<file path="config.mk">
export PLATFORM = sky130hd
export DESIGN_NAME = msp_queue
export DESIGN_NICKNAME = d
export VERILOG_FILES = /design/src/rtl/core/msp_pkg.sv /design/src/rtl/core/msp_queue.sv
export SDC_FILE = /design/constraint.sdc
export NUM_CORES = 1
export LEC_CHECK = 0
export BUFFER_PORTS_ARGS = -buffer_cell sky130_fd_sc_hd__buf_2
export CELL_PAD_IN_SITES_DETAIL_PLACEMENT = 1
export CELL_PAD_IN_SITES_GLOBAL_PLACEMENT = 2
export CORE_MARGIN = 5
export CORE_UTILIZATION = 35
export CTS_BUF_LIST = sky130_fd_sc_hd__clkbuf_8
export DETAILED_ROUTE_END_ITERATION = 6
export PLACE_DENSITY = 0.86
export SLEW_MARGIN = 20
export SYNTH_ARGS = -nofsm -noshare
export SYNTH_HDL_FRONTEND = slang
export SYNTH_SLANG_ARGS = --single-unit
</file>
<file path="constraint.sdc">
create_clock -name clock -period 2.3 [get_ports clock]
set_clock_uncertainty 0.2 [all_clocks]
set_input_delay 0.46 -clock clock [delete_from_list [all_inputs] [get_ports clock]]
set_output_delay 0.46 -clock clock [all_outputs]
set_load 0.1 [all_outputs]
</file>
<file path="src/rtl/core/msp_pkg.sv">
`timescale 1ns / 1ps
`default_nettype none
// ----------------------------------------------------------------------------
// msp_pkg
// Shared types and constants of the multi stepper pulse generator.
// ----------------------------------------------------------------------------
package msp_pkg;

   localparam int NUM_MOTORS = 2;
   localparam int MIDX_W     = (NUM_MOTORS > 1) ? $clog2(NUM_MOTORS) : 1;
   localparam int PIN_W      = 2;

   localparam int CSR_IDX_W  = 2;
   localparam int CSR_DATA_W = 16;

   localparam logic [CSR_IDX_W-1:0] CSR_STEPS_PER_REV = 2'd0;
   localparam logic [CSR_IDX_W-1:0] CSR_MICROSTEP     = 2'd1;
   localparam logic [CSR_IDX_W-1:0] CSR_TICK_PERIOD   = 2'd2;

   localparam int DVD_W = 42;
   localparam int DSR_W = 20;
   localparam int DIV_CNT_W = $clog2(DVD_W + 1);
   localparam int RND_W = 41;

   localparam logic [15:0] SPR_RESET  = 16'd200;
   localparam logic [8:0]  MF_RESET   = 9'd1;
   localparam logic [15:0] TP_RESET   = 16'd100;
   localparam logic [DSR_W-1:0] DEG_PER_REV = 20'd360;
   localparam logic [RND_W-1:0] HALF_REV    = 41'd180;
   localparam logic [DVD_W-1:0] US_PER_SEC  = 42'd1000000;
   localparam logic [15:0] MAX_INTERVAL = 16'hFFFF;
   // ceil(2^33 / 45), exact floor for dividends below 2^27
   localparam logic [27:0] RECIP_45 = 28'd190887436;

   typedef enum logic [1:0] {
      REQ_TICK  = 2'd0,
      REQ_MOVE  = 2'd1,
      REQ_ABORT = 2'd2,
      REQ_NONE  = 2'd3
   } kind_type;

   typedef struct packed {
      logic [1:0]  req_type;
      logic [2:0]  motor_index;
      logic [15:0] move_angle;
      logic        clockwise;
      logic [19:0] step_rate;
   } req_item_type;

   typedef struct packed {
      logic             accepted;
      logic [PIN_W-1:0] step_pins;
      logic [PIN_W-1:0] dir_pins;
      logic [PIN_W-1:0] busy_flags;
   } rsp_item_type;

   typedef struct packed {
      kind_type     kind;
      logic         idx_ok;
      req_item_type req;
   } cmd_type;

   typedef struct packed {
      logic             start;
      logic [DVD_W-1:0] dividend;
      logic [DSR_W-1:0] divisor;
   } div_req_type;

endpackage

`default_nettype wire

</file>
<file path="src/rtl/core/msp_queue.sv">
`timescale 1ns / 1ps
`default_nettype none
// ----------------------------------------------------------------------------
// msp_queue
// Front end: accepts requests, classifies them and holds them in a
// two-entry queue for the back end.
// ----------------------------------------------------------------------------
module msp_queue (
   input  wire logic                  clock,
   input  wire logic                  reset,
   input  wire logic                  req_valid,
   output logic                       req_stall,
   input  wire msp_pkg::req_item_type req_data,
   output logic                       q_valid,
   output msp_pkg::cmd_type           q_cmd,
   input  wire logic                  q_pop
);

   msp_pkg::cmd_type entry_ff [2];
   logic       wr_ptr_ff;
   logic       rd_ptr_ff;
   logic [1:0] count_ff;
   logic [1:0] count_in;
   msp_pkg::cmd_type cls;
   logic       push;
   logic       pop;

   always_comb begin
      cls.req    = req_data;
      cls.kind   = msp_pkg::kind_type'(req_data.req_type);
      cls.idx_ok = (32'(req_data.motor_index) < msp_pkg::NUM_MOTORS);
   end

   assign req_stall = (count_ff == 2'd2);
   assign push      = req_valid && !req_stall;
   assign pop       = q_pop && (count_ff != 2'd0);
   assign q_valid   = (count_ff != 2'd0);
   assign q_cmd     = entry_ff[rd_ptr_ff];
   assign count_in  = count_ff + {1'b0, push} - {1'b0, pop};

   always_ff @(posedge clock) begin
      if (reset) begin
         wr_ptr_ff <= 1'b0;
         rd_ptr_ff <= 1'b0;
         count_ff  <= 2'd0;
      end else begin
         count_ff <= count_in;
         if (push) begin
            wr_ptr_ff <= ~wr_ptr_ff;
         end
         if (pop) begin
            rd_ptr_ff <= ~rd_ptr_ff;
         end
      end
      if (push) begin
         entry_ff[wr_ptr_ff] <= cls;
      end
   end

endmodule

`default_nettype wire

</file>
==> results of run 1 <==
==> placed cells by master, fill, tap and decap left out, types with 2 or more instances in the layout <==
cell type	count
edfxtp_1	86
ha_1	2
buf_4	18
inv_1	3
bufinv_16	4
buf_2	66
clkbuf_4	11
clkinvlp_4	2
buf_12	2
dfxtp_1	4
mux2_2	43
clkbuf_8	9
nor2_1	4
==> metrics by stage <==
step / area [um2] / setup TNS [ns] / util
after CTS: 4295 / 0 / 0.4627
after global routing: 4337 / -0.02530 / 0.4671
after floorplan: 3358 / 0 / -
final: 4337 / 0 / 0.4671
after global placement: 4004 / 0 / 0.4313
after detailed placement: 4004 / 0 / 0.4313
==> state kept, by name (all words and copies together), names as in the netlist, named ones only <==
name	flops
count_ff	2
entry_ff	86
rd_ptr_ff	1
wr_ptr_ff	1
==> layer usage <==
| metal | vias up | routed length (um) |
|---|---|---|
| li1 | 831 | - |
| met1 | 889 | 2412 |
| met2 | 51 | 3576 |
| met3 | 8 | 378 |
| met4 | 0 | 69 |
| met5 | - | 0 |
==> cell type report <==
class                      count  area (um2)  area share
multi-input combinational     62       609.3      0.1405
timing repair buffer          98       599.3      0.1382
tap                          129       161.4     0.03722
clock buffer                   9       123.9     0.02856
sequential                    91        2684      0.6189
inverter                       4       18.77    0.004328
clock inverter                 7       140.1     0.03231
==> timing repair <==
action	4_1_cts	5_1_grt
resized for setup	11	20
endpoints found under the setup margin	11	8
pin swaps	0	0
==> critical path, stage by stage, from the launching register on <==
cell	delay [ns]
dfxtp_2	0.37
buf_12	0.19
mux2_2	0.36
buf_2	0.29
==> worst paths after layout <==
kind	end	slack [ns]	depth (start not counted)
worst max-delay path	q_cmd[40]	0.06	3
worst min-delay path	entry_ff[0][26]	0.09	1
worst max register to register	entry_ff[0][11]	0.46	5
worst min register to register	wr_ptr_ff	0.30	2
==> cells by family (layout without fill, tap and decap cells) <==
logic type                 count (synthesis)  after routing  share of synthesized area
xor gates and xnor gates                   2              2                   0.005223
adders and majority gates                  2              2                   0.007459
DFF                                       91             91                     0.7997
muxes                                     43             43                     0.1443
buffers and inverters                     11            118                    0.01865
and+or+nand+nor                           12             12                    0.01940
AOI/OAI and AO/OA                          3              3                   0.005220
==> flow_summary.json, run 1 <==
{
  "critPathKind": "flop to primary output",
  "synth_async_sr_flop_share": 0,
  "hp-class": "input port to flop",
  "met1_usage": 0.1185,
  "seq_area_frac_synth": 0.7997,
  "fin_crit_sh": 0.9748,
  "cts_buffer_depth": 2,
  "die_w_um": 107.9,
  "first_pass_iters": 4,
  "syn_to_final_growth_pct": 29.28,
  "dp_hpwl_um": 4487,
  "crit_path_start_kind": "flop",
  "relSlewSlack": 0.6712,
  "setup_viol": 0,
  "drive_gt1_frac": 0.5978,
  "status": "complete, no violations",
  "grt_remaining_overflow": 0,
  "gp_congestion": 0.7097,
  "antenna_found_initial": 0,
  "io_pins": 93,
  "synth_top_area_cell": "edfxtp_1",
  "clockRootBuffer": "clkbuf_8",
  "layout_setup_ws_ns": 0.05799,
  "first_global_vias": 2045,
  "rsz0062_at_grt": "yes",
  "fmax_ghz": 0.4460,
  "cts.sinks": 91,
  "use_met2": 0.2114,
  "ys_top_cells_by_count": "edfxtp_1, mux2_2, buf_4, dfxtp_1, nor2_1",
  "grt_pass1_wl_um": 9956,
  "syn-cell-area_mm2": 0.003354,
  "h-tree-depth": 3,
  "synth_area_leaders": "edfxtp_1, mux2_2, dfxtp_1, buf_4, ha_1",
  "clk-insertion-delay-late_ns": 0.34,
  "pre_cts_ws_ns": 0.3705,
  "fill_cells": 945,
  "start_util": 0.3613,
  "syn-num-nets": 212,
  "dp_cells": 384,
  "clkSlewWorstSetupHoldPaths_ns": 0.09,
  "ys_types": 22,
  "critPathMaxFanout": 28,
  "required_ns": 1.64,
  "cts_tree": "built",
  "grt_start_max_net_pins": 29,
  "slew_viol_final": 0,
  "r2r_start": "count_ff[0]",
  "core_mm2": 0.009284,
  "syn_area_per_cell_um2": 20.45,
  "port_buffers": 92,
  "cts-buffers-inserted": 9,
  "fp.dieH_um": 107.9,
  "antennaDiodeCount": 0,
  "hold-worst-slack_ns": 0.09449,
  "min_period_ns": 2.242,
  "hold_viol": 0,
  "gr-max-usage-layer": "met2",
  "arrival_ns": 1.58,
  "synth_seq_cells": 91,
  "cp-end-kind": "primary output",
  "floorplan.rows": 35,
  "fin_cells": 400,
  "nNetsFinal": 314,
  "syn-instance-count": 164,
  "hold_buffers": 0,
  "drcViolationCount": 0,
  "gr-usage-met3": 0.03719,
  "wl_um": 6436,
  "grt_usage": 0.1139,
  "vias": 1779,
  "yosysMostFrequentCell": "edfxtp_1",
  "drt_iter0_drc": 44,
  "max_cap_viol_count": 0,
  "postCtsSetupBuffers": 0,
  "min_from": "req_data[26]",
  "worst_pin_slew_ns": 0.4967,
  "post_drt_wl_per_cell_um": 16.09,
  "die_area_mm2": 0.01164,
  "synth_top_area_share": 0.7699,
  "ys.flop_type": "edfxtp_1",
  "yosys_warnings": 0,
  "ant_nets": 0,
  "synth_edf_count": 86,
  "viasPerCell": 4.448
}
Power of run 1 is not shown: default switching activity piles up to over one toggle a cycle in this logic, so the estimate is an artifact.
==> run 2, diff against run 1 <==
- CORE_UTILIZATION: 35 -> 39
- PLACE_DENSITY: 0.86 -> 0.9
- clock period: 2.3 -> 2.5 ns (I/O delays scaled with it)
==> run 2 against run 1 <==
Design area fell by 4.4%; via count shrank 0.67%; non-clock buffer count is 1 lower; utilization is 3.2 points higher; sequential share of layout area increased by 2.9 points; flip-flop and latch count unchanged; clock-buffer cell count did not move; register-to-register slack gained 0.16 ns; critical path type unchanged.
==> flow_summary.json, run 2 (synthesis gave the netlist of run 1 again) <==
{
  "status": "complete, no violations",
  "path_cells": "buf_4 > mux2_2 > buf_2",
  "cts_tree": "built",
  "gr-max-usage-layer": "met2",
  "clockRootBuffer": "clkbuf_8",
  "clkSlewWorstSetupHoldPaths_ns": 0.08,
  "first_pass_iters": 4,
  "clk-insertion-delay-late_ns": 0.34,
  "critPathMaxFanout": 14,
  "critPathKind": "flop to primary output",
  "critPathSlowestCell": "dfxtp_2",
  "cts.sinks": 91,
  "rr_worst_depth": 5,
  "top_regs": "entry_ff: 86 flops, count_ff: 2 flops",
  "regToRegSetupSlack_ns": 0.62,
  "cp-end-kind": "primary output",
  "gp_congestion": 0.6858,
  "crit_path_start_kind": "flop",
  "slew_viol_final": 0,
  "core_mm2": 0.008299,
  "hold_buffers": 0,
  "gr-usage-met3": 0.04330,
  "grt_pass1_wl_um": 9535,
  "nNetsFinal": 313,
  "rsz0062_at_grt": "no",
  "final_common_cell": "buf_2",
  "cts_buffer_depth": 2,
  "r2r_start": "count_ff[0]",
  "drcViolationCount": 0,
  "grt_usage": 0.1234,
  "grt_start_max_net_pins": 43,
  "start_util": 0.4042,
  "cts-buffers-inserted": 9,
  "syn_to_final_growth_pct": 23.57,
  "cpPeakStageDelay_ns": 0.36,
  "first_global_vias": 1956,
  "required_ns": 1.80,
  "met1_usage": 0.1334,
  "fp.dieH_um": 102.7,
  "timing.rr.end": "entry_ff[0][31]",
  "ant_nets": 0,
  "fin_crit_sh": 0.9142,
  "hold_end": "entry_ff[1][32]",
  "io_pins": 93,
  "antenna_found_initial": 1,
  "cts_resized": 0,
  "die_area_mm2": 0.01056,
  "drt_iter0_drc": 48,
  "arrival_ns": 1.59,
  "die_w_um": 102.7,
  "h-tree-depth": 3,
  "grt_remaining_overflow": 0,
  "use_met2": 0.2214,
  "postCtsSetupBuffers": 0,
  "floorplan.rows": 33,
  "min_from": "req_data[32]",
  "min_period_ns": 2.286,
  "post_drt_wl_per_cell_um": 16.53,
  "max_cap_viol_count": 0,
  "dp_hpwl_um": 4404,
  "hp-class": "input port to flop",
  "largest-register": "entry_ff",
  "hold_viol": 0,
  "setup_viol": 0,
  "layout_common_cells": "buf_2, edfxtp_1, mux2_2, clkbuf_8, inv_1",
  "vias": 1767,
  "drive_gt1_frac": 0.5852,
  "worst_pin_slew_ns": 0.5137,
  "relSlewSlack": 0.6599,
  "whs_path_depth": 1,
  "wl_um": 6198,
  "largest_reg_flops": 86,
  "fmax_ghz": 0.4375,
  "viasPerCell": 4.712,
  "antennaDiodeCount": 0,
  "finalSetupTns_ns": 0,
  "port_buffers": 92
}
-- run 2: changes by cell type in the layout (fill, tap and decap cells not counted), sizes merged --
| cell | previous run | this run |
|---|---|---|
| buf | 87 | 97 |
| bufinv | 4 | 1 |
| clkbuf | 20 | 9 |
| clkinv | 0 | 2 |
| clkinvlp | 2 | 1 |
| inv | 5 | 7 |
-- run 2: area by class of cell --
type / instances / area [um2]
multi-input combinational: 62 / 609.3
clock buffer: 9 / 123.9
fill: 824 / 4154
sequential: 91 / 2684
clock inverter: 7 / 55.05
timing repair buffer: 97 / 523.0
inverter: 4 / 18.77
tap: 105 / 131.4
-- run 2: critical path, delay by kind of cell, from the launching register on --
family                 cells  cell delay (ns)
muxes                      1             0.36
buffers and inverters      2             0.52
DFF                        1             0.36
-- run 2: worst max-delay path by stage --
| stage | startpoint | endpoint | slack, ns | depth (start not counted) |
|---|---|---|---|---|
| global route | flop | q_cmd[11] | 0.13 | 3 |
| finish | flop | q_cmd[11] | 0.21 | 3 |
| floorplan | count_ff[0] | entry_ff[0][0] | 0.22 | 4 |
| global placement | req_valid | entry_ff[0][9] | 0.53 | 5 |
| detailed placement | req_valid | entry_ff[0][9] | 0.50 | 5 |
| CTS | flop | q_cmd[11] | 0.17 | 3 |
-- run 2: stage by stage --
step	cells	hold slack, ns	util	setup WS [ns]	instance area, um2
final	375	0.1445	0.4995	0.2145	4145
after global routing	375	0.1132	0.4995	0.1336	4145
after CTS	375	0.1261	0.4995	0.1703	4145
after detailed placement	359	0.3084	0.4779	0.4986	3966
after global placement	359	0.2783	0.4779	0.5315	3966
after floorplan	164	0.2515	-	0.2156	3358
-- run 2: routing by layer --
layer,up-vias,share of wire
met1,863,0.39
li1,834,-
met5,-,0.0018
met3,8,0.070
met4,2,0.011
met2,60,0.53
Power of run 2 is left out for the same reason.
==> run 3, diff against run 2 <==
- clock period: 2.5 -> 2.2 ns (I/O delays scaled with it)
==> run 3 against run 2 <==
Worst hold slack got worse by 0.057 ns; utilization rose by 5.1 points; flip-flop and latch count did not move; non-clock buffer count rose by 2; die area did not move; register-to-register slack got worse by 0.23 ns; global-route usage rose by 0.94 points; routed wire length rose by 12%; worst setup slack got worse by 0.16 ns; critical path type unchanged.
==> flow_summary.json, run 3 (synthesis gave the netlist of run 1 again) <==
{
  "relSlewSlack": 0.6763,
  "clockRootBuffer": "clkbuf_8",
  "top_regs": "entry_ff: 86 flops, count_ff: 2 flops",
  "largest_reg_flops": 86,
  "min_from": "req_data[5]",
  "grt_remaining_overflow": 0,
  "gp_congestion": 0.6523,
  "dp_hpwl_um": 4212,
  "grt_pass1_wl_um": 10140,
  "clkSlewWorstSetupHoldPaths_ns": 0.08,
  "antenna_found_initial": 0,
  "fin_cells": 375,
  "hold_viol": 0,
  "fill_cells": 768,
  "rsz0062_at_grt": "yes",
  "fp.dieH_um": 102.7,
  "h-tree-depth": 3,
  "required_ns": 1.56,
  "drcViolationCount": 0,
  "grt_usage": 0.1328,
  "crit_path_start_kind": "flop",
  "die_area_mm2": 0.01056,
  "cts_tree": "built",
  "floorplan.rows": 33,
  "layout_setup_ws_ns": 0.05600,
  "arrival_ns": 1.50,
  "hp-class": "input port to flop",
  "port_buffers": 92,
  "drive_gt1_frac": 0.5926,
  "multi_input_area_um2": 613.1,
  "clk-insertion-delay-late_ns": 0.33,
  "core_mm2": 0.008299,
  "finalSetupTns_ns": 0,
  "die_w_um": 102.7,
  "syn_to_final_growth_pct": 36.22,
  "pre_cts_ws_ns": 0.2869,
  "max_cap_viol_count": 0,
  "seq_area_mm2": 0.002686,
  "dp_cells": 358,
  "antennaDiodeCount": 0,
  "status": "complete, no violations",
  "io_pins": 93,
  "nNetsFinal": 315,
  "fin_crit_sh": 0.9745,
  "grt_start_max_net_pins": 44,
  "start_util": 0.4042,
  "min_period_ns": 2.144,
  "cts.sinks": 91,
  "vias": 1815,
  "viasPerCell": 4.840,
  "slew_viol_final": 0,
  "cts_buffer_depth": 2,
  "final_common_cell": "edfxtp_1",
  "wl_um": 6921,
  "r2r_start": "count_ff[0]",
  "ant_nets": 0,
  "first_pass_iters": 4,
  "worst_pin_slew_ns": 0.4890,
  "drt_iter0_drc": 51,
  "critPathMaxFanout": 10,
  "fmax_ghz": 0.4664,
  "post_drt_wl_per_cell_um": 18.46,
  "setup_viol": 0,
  "layout_common_cells": "edfxtp_1, buf_2, mux2_2, buf_6, clkbuf_8",
  "largest-register": "entry_ff",
  "critPathKind": "flop to primary output",
  "cts-buffers-inserted": 9,
  "first_global_vias": 1965,
  "cp-end-kind": "primary output"
}
[run 3: worst max-delay path: stages, from the launching register on]
cell	delay, ns
dfxtp_4	0.43
clkbuf_16	0.20
mux2_2	0.35
buf_6	0.19
[run 3: worst paths after layout]
kind | slack [ns] | endpoint | depth (start not counted)
max | 0.06 | q_cmd[16] | 3
max reg2reg | 0.39 | count_ff[1] | 8
min | 0.09 | entry_ff[1][5] | 1
min reg2reg | 0.32 | wr_ptr_ff | 2
[run 3: final cells by class]
cell class	instances	area share
clock buffer	9	0.02711
timing repair buffer	99	0.2015
inverter	4	0.004655
sequential	91	0.5879
tap	105	0.02875
clock inverter	5	0.01588
multi-input combinational	62	0.1342
[run 3: metrics by stage]
step	utilization	hold WS, ns	area [um2]
after floorplan	-	0.2515	3361
after global placement	0.4803	0.2702	3986
after detailed placement	0.4803	0.3119	3986
after CTS	0.5259	0.06526	4364
after global routing	0.5506	0.05695	4569
final	0.5506	0.08762	4569
[run 3: routing by layer]
metal,global-route usage,vias up,wire length [um]
li1,-,834,-
met1,0.1567,922,2760
met2,0.2319,53,3751
met3,0.03383,6,342
met4,0.05378,0,67
met5,0,-,0
[run 3: timing repair]
item / CTS / global route
hold buffers: 0 / 0
endpoints found under the setup margin: 45 / 30
buffers inserted: 0 / 0
cloned: 2 / 1
resized for setup: 51 / 48
Power of run 3 is left out for the same reason.
