===== config.mk =====
export PLATFORM = sky130hd
export DESIGN_NAME = msp_div
export DESIGN_NICKNAME = d
export VERILOG_FILES = /design/src/rtl/core/msp_pkg.sv /design/src/rtl/core/msp_div.sv
export SDC_FILE = /design/constraint.sdc
export NUM_CORES = 1
export LEC_CHECK = 0
export BUFFER_PORTS_ARGS = -buffer_cell sky130_fd_sc_hd__buf_2
export CAP_MARGIN = 20
export CORE_ASPECT_RATIO = 0.8
export CORE_UTILIZATION = 59
export CTS_BUF_LIST = sky130_fd_sc_hd__clkbuf_16
export CTS_CLUSTER_DIAMETER = 50
export CTS_CLUSTER_SIZE = 10
export DETAILED_ROUTE_END_ITERATION = 6
export PLACE_DENSITY_LB_ADDON = 0.08
export SYNTH_ARGS = -nofsm -noshare
export SYNTH_HDL_FRONTEND = slang
export SYNTH_SLANG_ARGS = --single-unit

===== constraint.sdc =====
create_clock -name clock -period 3.9 [get_ports clock]
set_input_delay 0.195 -clock clock [delete_from_list [all_inputs] [get_ports clock]]
set_output_delay 0.195 -clock clock [all_outputs]
set_load 0.03 [all_outputs]

===== src/rtl/core/msp_pkg.sv =====
`timescale 1ns / 1ps
`default_nettype none
// ----------------------------------------------------------------------------
// msp_pkg
// Shared types and constants of the multi stepper pulse generator.
// ----------------------------------------------------------------------------
package msp_pkg;

   localparam int NUM_MOTORS = 2;
   localparam int MIDX_W     = (NUM_MOTORS > 1) ? $clog2(NUM_MOTORS) : 1;
   localparam int PIN_W      = 2;

   localparam int CSR_IDX_W  = 2;
   localparam int CSR_DATA_W = 16;

   localparam logic [CSR_IDX_W-1:0] CSR_STEPS_PER_REV = 2'd0;
   localparam logic [CSR_IDX_W-1:0] CSR_MICROSTEP     = 2'd1;
   localparam logic [CSR_IDX_W-1:0] CSR_TICK_PERIOD   = 2'd2;

   localparam int DVD_W = 42;
   localparam int DSR_W = 20;
   localparam int DIV_CNT_W = $clog2(DVD_W + 1);
   localparam int RND_W = 41;

   localparam logic [15:0] SPR_RESET  = 16'd200;
   localparam logic [8:0]  MF_RESET   = 9'd1;
   localparam logic [15:0] TP_RESET   = 16'd100;
   localparam logic [DSR_W-1:0] DEG_PER_REV = 20'd360;
   localparam logic [RND_W-1:0] HALF_REV    = 41'd180;
   localparam logic [DVD_W-1:0] US_PER_SEC  = 42'd1000000;
   localparam logic [15:0] MAX_INTERVAL = 16'hFFFF;
   // ceil(2^33 / 45), exact floor for dividends below 2^27
   localparam logic [27:0] RECIP_45 = 28'd190887436;

   typedef enum logic [1:0] {
      REQ_TICK  = 2'd0,
      REQ_MOVE  = 2'd1,
      REQ_ABORT = 2'd2,
      REQ_NONE  = 2'd3
   } kind_type;

   typedef struct packed {
      logic [1:0]  req_type;
      logic [2:0]  motor_index;
      logic [15:0] move_angle;
      logic        clockwise;
      logic [19:0] step_rate;
   } req_item_type;

   typedef struct packed {
      logic             accepted;
      logic [PIN_W-1:0] step_pins;
      logic [PIN_W-1:0] dir_pins;
      logic [PIN_W-1:0] busy_flags;
   } rsp_item_type;

   typedef struct packed {
      kind_type     kind;
      logic         idx_ok;
      req_item_type req;
   } cmd_type;

   typedef struct packed {
      logic             start;
      logic [DVD_W-1:0] dividend;
      logic [DSR_W-1:0] divisor;
   } div_req_type;

endpackage

`default_nettype wire


===== src/rtl/core/msp_div.sv =====
`timescale 1ns / 1ps
`default_nettype none
// ----------------------------------------------------------------------------
// msp_div
// Radix-2 restoring divider, one quotient bit per cycle.
// ----------------------------------------------------------------------------
module msp_div (
   input  wire logic                        clock,
   input  wire logic                        reset,
   input  wire msp_pkg::div_req_type        div_req,
   output logic                             div_done,
   output logic [msp_pkg::DVD_W-1:0]        div_quot
);

   logic [msp_pkg::DVD_W-1:0]     dvd_ff;
   logic [msp_pkg::DSR_W:0]       rem_ff;
   logic [msp_pkg::DSR_W-1:0]     dsr_ff;
   logic [msp_pkg::DIV_CNT_W-1:0] cnt_ff;
   logic                          busy_ff;
   logic                          done_ff;
   logic [msp_pkg::DSR_W:0]       sh;
   logic                          ge;

   assign sh       = {rem_ff[msp_pkg::DSR_W-1:0], dvd_ff[msp_pkg::DVD_W-1]};
   assign ge       = (sh >= {1'b0, dsr_ff});
   assign div_done = done_ff;
   assign div_quot = dvd_ff;

   always_ff @(posedge clock) begin
      if (reset) begin
         busy_ff <= 1'b0;
         done_ff <= 1'b0;
         cnt_ff  <= '0;
      end else begin
         done_ff <= 1'b0;
         if (div_req.start) begin
            busy_ff <= 1'b1;
            cnt_ff  <= msp_pkg::DIV_CNT_W'(msp_pkg::DVD_W);
         end else if (busy_ff) begin
            cnt_ff <= cnt_ff - 1'b1;
            if (cnt_ff == msp_pkg::DIV_CNT_W'(1)) begin
               busy_ff <= 1'b0;
               done_ff <= 1'b1;
            end
         end
      end
      if (div_req.start) begin
         dvd_ff <= div_req.dividend;
         dsr_ff <= div_req.divisor;
         rem_ff <= '0;
      end else if (busy_ff) begin
         dvd_ff <= {dvd_ff[msp_pkg::DVD_W-2:0], ge};
         rem_ff <= ge ? (sh - {1'b0, dsr_ff}) : sh;
      end
   end

endmodule

`default_nettype wire


==> reports/summary.txt, run 1 <==
Status: finished, final reports clean
Cell variety after synth: 57
Sequential-to-total area share from yosys stat: 50.6%
Critical path launch point type: flip-flop
Worst Hold Margin: 23.8 ps
Worst min-delay path category: in2reg
Total iterations of the first detailed-routing run: 4
Worst VDD drop: 0.312 mV
Peak clock frequency supported by timing: 340 MHz
Number of antenna violations at the first check in global routing: 0
Wire length per cell: 16.0 µm
Total setup buffers inserted after CTS: 0
Final clock period utilization by the worst path: 75.5%
Slew of the pin with the lowest slew margin: 821 ps
Number of top-level pins: 108
Relative slew slack: 45.3%
Post-route setup slack: 957 ps
Global routing usage summed across all routing layers: 24.2%
TritonCTS clock tree: done
Delay of the slowest critical-path stage: 680 ps
Async set-or-reset flop fraction in the synthesized netlist: 0%
Crit-path slowest cell: sky130_fd_sc_hd__a21oi_2
Fin crit period: 2940 ps
Critical Path Sink Type: flip-flop
Setup Viol. Count Final: 0
H-Tree Depth: 3
Area used by multi-input combinational logic: 2180 µm²
Number of standard cells in the final layout excluding fillers: 633
Critical Path AT: 3190 ps
NumNets Final: 611
Worst setup path category: reg2reg
Hold-fix buffer count after cts: 0
Series of cell instances along the critical path: inv_1, ha_1, nor2b_4, o31a_1, o21ai_2, o211ai_2, a21oi_2, buf_4, mux2i_1, a211oi_1
Total number of placement rows: 28
Vias per inst: 5.67
Wire length after detailed routing: 10,100 µm
Synthesized area divided by synthesized cell count: 11.4 µm²
Post-synth EDFFs: 62
First-pass GRT wire length: 15,400 µm
Worst endpoint required time: 4150 ps
Post-CTS clock slew at the launch and capture registers of the worst setup and hold paths: 60 ps
Main flop type after synthesis: sky130_fd_sc_hd__edfxtp_1
Net Count, Synth: 506
Number of global-route vias before repair: 3,221
Setup WS pre-CTS: 1010 ps
Clock Tree Root: sky130_fd_sc_hd__clkbuf_16
Ratio of cells with drive above 1 in the final layout: 33.1%
Post-cts gate resize count: 0
Residual antenna-violating net count after detailed routing: 0
Die W: 103 µm
Placed wire-length estimate: 7160 µm
Maximum clock insertion buffer count: 2
CTS Buf Count: 9
Setup skew after layout: 7.18 ps
Synth Instances: 418
Number of clock sinks: 90
Die ar.: 8480 µm²
Initial standard-cell utilization of the core: 62.6%
Grt total ovfl: 0
ANT cells: 0
Number of register bits inferred by synthesis: 90
Weighted congestion at the end of routability-driven global placement: 0.899
Warnings, synthesis: 0
Maximum fanout count along the critical path: 14
Top cell family by delay on the critical path: compound AO/OA/AOI/OAI gates
Netlist area before placement: 4780 µm²
Placed cell count: 617
Input/output buffers: 107
Lkg Pwr: 2.46 nW
Setup repair after global routing missed its margin: no
Max-cap violations: 0
Power per unit of standard cell area: 444 nW/µm²
Count of unresolved DRC violations after routing: 0
Height of the chip: 82.5 µm
Total via count in the routed design: 3,591
Combined buffer and inverter count along the critical path: 2
Fill cells: 552
Hold violation count in the final report: 0
Accumulated negative setup slack: 0 ps
Sequential cell area: 2420 µm²
Count of pins over their slew limit: 0
DR iter-0 viols: 186
Insertion delay to the later sink of the worst-skew pair: 340 ps
Pin count of the biggest net entering global routing: 58
Area growth from synthesis to final layout: 19.8%
Floorplan core area: 7640 µm²
power by group:
part,switching (W),leakage (nW),internal [W],total [W]
registers,0.0000391,0.848,0.00111,0.00115
logic,0.000304,1.46,0.000195,0.000499
clock network,0.000359,0.158,0.000531,0.000890
final cells by class:
type	count	area share (%)
clock buffers	10	4.37
well taps	105	2.29
multi-input cells	283	38.0
inverters	27	1.77
repair buffers	112	10.3
flip-flops and latches	90	42.3
clock inverters	6	1.00
worst paths after layout:
check | slack (ps) | depth (start not counted) | end | startpoint
worst max-delay path | 960 | 10 | rem_ff[4] | dsr_ff[1]
worst min-delay path | 20 | 1 | dsr_ff[12] | div_req[12]
worst max register to register | 960 | 10 | rem_ff[4] | dsr_ff[1]
worst min register to register | 500 | 2 | rem_ff[3] | rem_ff[2]
state kept, by name (all words and copies together) (netlist names):
signal and count:
busy_ff 1, cnt_ff 6, div_done 1, div_quot 42, dsr_ff 20, rem_ff 20
cells in the final DEF, fill, tap and decap left out, types with 5 or more instances in the layout:
cell,netlist,final
sky130_fd_sc_hd__dfxtp_1,28,28
sky130_fd_sc_hd__a211oi_1,11,11
sky130_fd_sc_hd__buf_2,5,106
sky130_fd_sc_hd__nand2_1,17,17
sky130_fd_sc_hd__a21oi_1,21,21
sky130_fd_sc_hd__mux2_2,42,42
sky130_fd_sc_hd__buf_4,0,5
sky130_fd_sc_hd__o21ai_0,13,13
sky130_fd_sc_hd__a32oi_1,6,6
sky130_fd_sc_hd__nor2_1,39,39
sky130_fd_sc_hd__ha_1,22,22
sky130_fd_sc_hd__xor2_1,10,10
sky130_fd_sc_hd__edfxtp_1,62,62
sky130_fd_sc_hd__nor3_1,9,9
sky130_fd_sc_hd__inv_1,27,30
sky130_fd_sc_hd__mux2i_1,10,10
sky130_fd_sc_hd__o21a_1,8,8
sky130_fd_sc_hd__clkbuf_16,0,10
sky130_fd_sc_hd__nand3_1,6,6
sky130_fd_sc_hd__xnor2_1,8,8
through the flow:
step | area, µm² | power, W | utilization (%)
4_1_cts | 5730 | 0.00256 | 75.0
2_1_floorplan | 4780 | 0.00153 | -
3_3_place_gp | 5420 | 0.00165 | 71.0
3_5_place_dp | 5420 | 0.00167 | 71.0
5_1_grt | 5730 | 0.00264 | 75.0
6_report | 5730 | 0.00254 | 75.0
cell families (layout without fill, tap and decap cells):
kind of cell	count (synthesis)	after routing	synth area share [%]
fa+ha+maj	23	23	6.17
buf+inv	45	155	3.82
compound gates	92	92	13.6
mux	53	53	12.2
simple gates	97	97	10.3
xor+xnor	18	18	3.29
flops	90	90	50.6
per-layer routing:
metal,global-route usage [%],routed length [µm],up-vias
li1,-,-,1764
met1,32.4,4610,1694
met2,38.3,4830,114
met3,5.64,524,19
met4,9.14,167,0
met5,0,0,-
Yosys cell counts, types with 5 or more instances:
cell type / count / share of area (%)
sky130_fd_sc_hd__dfxtp_1: 28 / 12
sky130_fd_sc_hd__nor2_1: 39 / 3.1
sky130_fd_sc_hd__o21ai_0: 13 / 1.4
sky130_fd_sc_hd__mux2_2: 42 / 9.9
sky130_fd_sc_hd__a32oi_1: 6 / 1.1
sky130_fd_sc_hd__a21oi_1: 21 / 2.2
sky130_fd_sc_hd__nand2_1: 17 / 1.3
sky130_fd_sc_hd__xor2_1: 10 / 1.8
sky130_fd_sc_hd__ha_1: 22 / 5.8
sky130_fd_sc_hd__nor3_1: 9 / 0.94
sky130_fd_sc_hd__nand3_1: 6 / 0.63
sky130_fd_sc_hd__o21a_1: 8 / 1.3
sky130_fd_sc_hd__buf_2: 5 / 0.52
sky130_fd_sc_hd__a211oi_1: 11 / 1.7
sky130_fd_sc_hd__mux2i_1: 10 / 2.1
sky130_fd_sc_hd__edfxtp_1: 62 / 39
sky130_fd_sc_hd__clkbuf_1: 9 / 0.71
sky130_fd_sc_hd__inv_1: 27 / 2.1
sky130_fd_sc_hd__xnor2_1: 8 / 1.5
(Power assumes the default switching activity.)
==> inputs of run 2 (changes only) <==
ABC_AREA = 1   (was not set)
CORE_UTILIZATION = 55   (was 59)
clock period = 2.71 ns   (was 3.9 ns; I/O delays follow)
==> reports/summary.txt, run 2 <==
Status: finished, final reports clean
Critical path launch point type: flip-flop
Series of cell instances along the critical path: inv_1, ha_1, fa_1, inv_1, nand3_1, nand3_1, nand2_1, nand2_1, nand2_1, nand3_1, nand3_2, nand3_1, nand2_1
Routed wire length on met2: 4900 µm
Worst VDD drop: 0.505 mV
Total power consumption of the routed design: 0.00342 W
Fin crit period: 2240 ps
Delay of the slowest critical-path stage: 440 ps
Maximum fanout count along the critical path: 3
Commonest cells post-synth: sky130_fd_sc_hd__nand2_1, sky130_fd_sc_hd__inv_1, sky130_fd_sc_hd__edfxtp_1
Global routing usage summed across all routing layers: 24.1%
Switch share: 27.4%
Placed cell count: 874
Wire length per cell: 12.8 µm
Relative slew slack: 33.3%
Height of the chip: 88.9 µm
Die W: 111 µm
Total iterations of the first detailed-routing run: 7
DR iter-0 viols: 263
Total via count in the routed design: 4,518
Post-synth EDFFs: 62
Number of antenna violations at the first check in global routing: 0
Max-cap violations: 0
Number of register bits inferred by synthesis: 90
Final clock period utilization by the worst path: 82.7%
Post-CTS clock slew at the launch and capture registers of the worst setup and hold paths: 60 ps
Placed wire-length estimate: 8320 µm
Floorplan core area: 9110 µm²
Total number of placement rows: 31
Power per unit of standard cell area: 545 nW/µm²
Count of unresolved DRC violations after routing: 0
NumNets Final: 878
Setup skew after layout: 8.00 ps
Setup Viol. Count Final: 0
Critical Path AT: 2470 ps
Cell variety after synth: 36
Number of clock sinks: 90
Initial standard-cell utilization of the core: 56.9%
Crit-path slowest cell: sky130_fd_sc_hd__fa_1
Async set-or-reset flop fraction in the synthesized netlist: 0%
Highest metal layer with signal wires: met4
Net Count, Synth: 753
Vias per inst: 4.96
Cell with the most instances after synthesis: sky130_fd_sc_hd__nand2_1
Slew of the pin with the lowest slew margin: 997 ps
Insertion delay to the later sink of the worst-skew pair: 340 ps
Power share of the clock group: 35.4%
Weighted congestion at the end of routability-driven global placement: 0.912
Number of top-level pins: 108
ANT cells: 0
Hold violation count in the final report: 0
Relative contribution of combinational cells to total power: 16.8%
Sequential power share: 47.8%
Area growth from synthesis to final layout: 21.0%
Number of standard cells in the final layout excluding fillers: 910
Pin count of the biggest net entering global routing: 65
Setup repair after global routing missed its margin: no
Worst min-delay path category: in2reg
Sequential-to-total area share from yosys stat: 46.7%
Total setup buffers inserted after CTS: 0
Maximum clock insertion buffer count: 2
Warnings, synthesis: 0
Switching power of the nets: 0.000936 W
Setup slack, reg-to-reg: 470 ps
Lkg Pwr: 3.26 nW
First-pass GRT wire length: 18,700 µm
Wire length on met1: 5870 µm
Cell Int Power: 0.00249 W
CTS Buf Count: 9
Synthesized area divided by synthesized cell count: 7.80 µm²
Wire length after detailed routing: 11,700 µm
Worst endpoint required time: 2940 ps
Worst setup path category: reg2reg
Share of the synthesized area in the top cell type: 35.9%
Most frequent cells in the layout: sky130_fd_sc_hd__nand2_1, sky130_fd_sc_hd__buf_2, sky130_fd_sc_hd__inv_1
Grt total ovfl: 0
Cell taking the most area after synthesis: sky130_fd_sc_hd__edfxtp_1
Synth Instances: 665
Netlist area before placement: 5190 µm²
Main flop type after synthesis: sky130_fd_sc_hd__edfxtp_1
Input/output buffers: 107
Most frequent standard cell in the layout excluding fill and tap cells: sky130_fd_sc_hd__nand2_1
Final core utilization: 68.9%
Max FFs per register: 42
Residual antenna-violating net count after detailed routing: 0
Number of global-route vias before repair: 4,071
Critical Path Sink Type: flip-flop
Die ar.: 9830 µm²
H-Tree Depth: 3
Count of pins over their slew limit: 0
Peak clock frequency supported by timing: 446 MHz
Accumulated negative setup slack: 0 ps
Wire length on met3: 795 µm
TritonCTS clock tree: done
Synth area leaders: sky130_fd_sc_hd__edfxtp_1, sky130_fd_sc_hd__nand2_1, sky130_fd_sc_hd__dfxtp_1
Ratio of cells with drive above 1 in the final layout: 20.3%
Clock Tree Root: sky130_fd_sc_hd__clkbuf_16
-- run 2: worst paths after layout --
kind                 from    endpoint  cells past startpoint
max          div_quot[41]  rem_ff[16]                     13
max reg2reg  div_quot[41]  rem_ff[16]                     13
min reg2reg    rem_ff[14]  rem_ff[14]                      2
min                 reset     busy_ff                      2
-- run 2: timing repair --
action | 4_1_cts | 5_1_grt
hold buffers | 20 | 0
endpoints found under the hold margin | 20 | 0
resized for setup | 0 | 0
-- run 2: stage by stage --
step	setup WS, ps	cell area, µm²	hold slack [ps]
after detailed placement	560	5790	314
after floorplan	610	5190	205
after CTS	527	6280	26.2
after global placement	587	5790	311
after global routing	287	6280	37.5
final	470	6280	39.9
-- run 2: layout make-up --
class	count	area [µm²]
Clock buffer	9	225
Timing Repair Buffer	132	773
Sequential cell	90	2420
Clock inverter	7	62.6
Fill cell	749	2840
Tap cell	115	144
Inverter	99	372
Multi-Input combinational cell	458	2280
-- run 2: per-layer routing --
metal / vias to the layer above / track usage, %
met2: 155 / 36.9
met1: 1997 / 35.0
met5: - / 0
met3: 10 / 5.14
li1: 2356 / -
met4: 0 / 5.82
-- run 2: power by group through the flow --
stage               clock [W]  sequential [W]  combinational [W]
finish                0.00121         0.00164           0.000575
global route          0.00128         0.00165           0.000633
CTS                   0.00124         0.00164           0.000575
detailed placement          0         0.00166           0.000552
global placement            0         0.00166           0.000543
floorplan                   0         0.00180           0.000239
-- run 2: cell families (layout without fill, tap and decap cells) --
family / Yosys count / after routing / synth area share [%]
flops: 90 / 90 / 46.7
xor+xnor: 9 / 9 / 1.52
buf+inv: 117 / 247 / 9.41
compound gates: 35 / 35 / 3.76
simple gates: 391 / 391 / 32.9
fa+ha+maj: 23 / 23 / 5.69
-- run 2: worst max-delay path: cells and delay by family, from the launching register on --
kind	cells	cell delay [ps]
AND/OR/NAND/NOR	9	880
buffers and inverters	2	200
flip-flops	1	360
adder cells (fa/ha/maj)	2	690
==> inputs of run 3 (changes only) <==
ABC_AREA = 0   (was 1)
CORE_UTILIZATION = 49   (was 55)
clock period = 2.03 ns   (was 2.71 ns; I/O delays follow)
==> reports/summary.txt, run 3 (same netlist as run 1, synthesis figures left out) <==
Status: complete, but fails checks
Violated checks: negative setup slack
Input/output buffers: 107
DR iter-0 viols: 259
Max FFs per register: 42
Placed cell count: 704
Worst endpoint required time: 2290 ps
Post-route setup slack: -331 ps
Worst setup path category: reg2reg
Total via count in the routed design: 4,081
Critical Path AT: 2620 ps
Cell area after placement: 6080 µm²
H-Tree Depth: 3
Placed wire-length estimate: 8760 µm
Switch share: 29.7%
Setup skew after layout: 6.69 ps
Initial standard-cell utilization of the core: 51.6%
Vias per inst: 5.41
Die ar.: 10,200 µm²
CTS Buf Count: 9
Most frequent standard cell in the layout excluding fill and tap cells: sky130_fd_sc_hd__buf_2
Worst min-delay path category: in2reg
Worst VDD drop: 0.553 mV
Setup repair after global routing missed its margin: yes
Setup slack, reg-to-reg: -330 ps
Final clock period utilization by the worst path: 116%
Total number of placement rows: 31
Power per unit of standard cell area: 724 nW/µm²
Count of pins over their slew limit: 0
Post-CTS clock slew at the launch and capture registers of the worst setup and hold paths: 70 ps
Count of unresolved DRC violations after routing: 0
Maximum fanout count along the critical path: 5
Insertion delay to the later sink of the worst-skew pair: 350 ps
Slew of the pin with the lowest slew margin: 502 ps
Setup Viol. Count Final: 21
Ratio of cells with drive above 1 in the final layout: 49.1%
Height of the chip: 90.4 µm
Peak clock frequency supported by timing: 424 MHz
NumNets Final: 722
Number of clock sinks: 90
Number of top-level pins: 108
Global routing usage summed across all routing layers: 24.6%
Number of global-route vias before repair: 3,944
Floorplan core area: 9270 µm²
Number of antenna violations at the first check in global routing: 0
Die W: 112 µm
Wire length after detailed routing: 12,600 µm
Switching power of the nets: 0.00150 W
Residual antenna-violating net count after detailed routing: 0
Lkg Pwr: 3.03 nW
Total iterations of the first detailed-routing run: 6
Max-cap violations: 0
Critical Path Sink Type: flip-flop
Power share of the clock group: 30.5%
Final core utilization: 75.5%
TritonCTS clock tree: done
First-pass GRT wire length: 19,400 µm
Weighted congestion at the end of routability-driven global placement: 0.856
Relative contribution of combinational cells to total power: 25.6%
Maximum clock insertion buffer count: 2
Accumulated negative setup slack: -4770 ps
Fin crit period: 2360 ps
Wire length per cell: 16.7 µm
Hold violation count in the final report: 0
Relative slew slack: 66.1%
Pin count of the biggest net entering global routing: 81
Cell Int Power: 0.00356 W
ANT cells: 0
Clock Tree Root: sky130_fd_sc_hd__clkbuf_16
Critical path launch point type: flip-flop
Post-route design area: 7000 µm²
Area growth from synthesis to final layout: 46.3%
Most frequent cells in the layout: sky130_fd_sc_hd__buf_2, sky130_fd_sc_hd__buf_4, sky130_fd_sc_hd__edfxtp_1
Sequential power share: 43.9%
Grt total ovfl: 0
Number of standard cells in the final layout excluding fillers: 754
run 3: layer usage:
layer / GRT usage (%) / part of all wire [%]
met5: 0 / 0
met4: 5.78 / 0.76
met3: 5.57 / 5.8
met2: 40.4 / 49
met1: 33.2 / 44
run 3: worst paths after layout:
check,startpoint,endpoint,depth (start not counted)
worst max-delay path,div_quot[41],rem_ff[10],9
worst min-delay path,reset,busy_ff,2
worst max register to register,div_quot[41],rem_ff[10],9
worst min register to register,div_quot[9],div_quot[10],1
run 3: repair_timing:
action / in CTS / in global routing
hold buffers: 21 / 0
endpoints found under the setup margin: 21 / 21
endpoints found under the hold margin: 21 / 0
pin swaps: 22 / 23
buffers inserted: 10 / 4
resized for setup: 28 / 32
run 3: worst max-delay path, stage by stage, from the launching register on:
cell and delay, ps:
sky130_fd_sc_hd__edfxtp_1 390, sky130_fd_sc_hd__inv_2 90, sky130_fd_sc_hd__ha_4 140, sky130_fd_sc_hd__fa_2 200
sky130_fd_sc_hd__nor2b_1 50, sky130_fd_sc_hd__o31a_1 320, sky130_fd_sc_hd__o41ai_4 370, sky130_fd_sc_hd__o21bai_1 150
sky130_fd_sc_hd__or3_1 340, sky130_fd_sc_hd__a311oi_2 220
run 3: area by class of cell:
type / instances / area (µm²)
clock inverters: 7 / 45.0
repair buffers: 223 / 1540
flip-flops and latches: 90 / 2420
fillers: 665 / 2270
clock buffers: 9 / 225
well taps: 115 / 144
inverters: 27 / 105
multi-input cells: 283 / 2520
run 3: power groups by stage:
stage | logic (W) | clock network (W) | registers, W
global placement | 0.00112 | 0 | 0.00225
finish | 0.00130 | 0.00155 | 0.00222
detailed placement | 0.00114 | 0 | 0.00225
global route | 0.00139 | 0.00163 | 0.00224
CTS | 0.00122 | 0.00158 | 0.00222
floorplan | 0.000524 | 0 | 0.00243
run 3: per-stage QoR:
step	power [W]	hold slack, ps	worst slack (ps)
2_1_floorplan	0.00295	200	-453
3_3_place_gp	0.00336	278	-363
3_5_place_dp	0.00339	280	-425
4_1_cts	0.00502	19.0	-311
5_1_grt	0.00525	43.1	-448
6_report	0.00507	22.6	-331
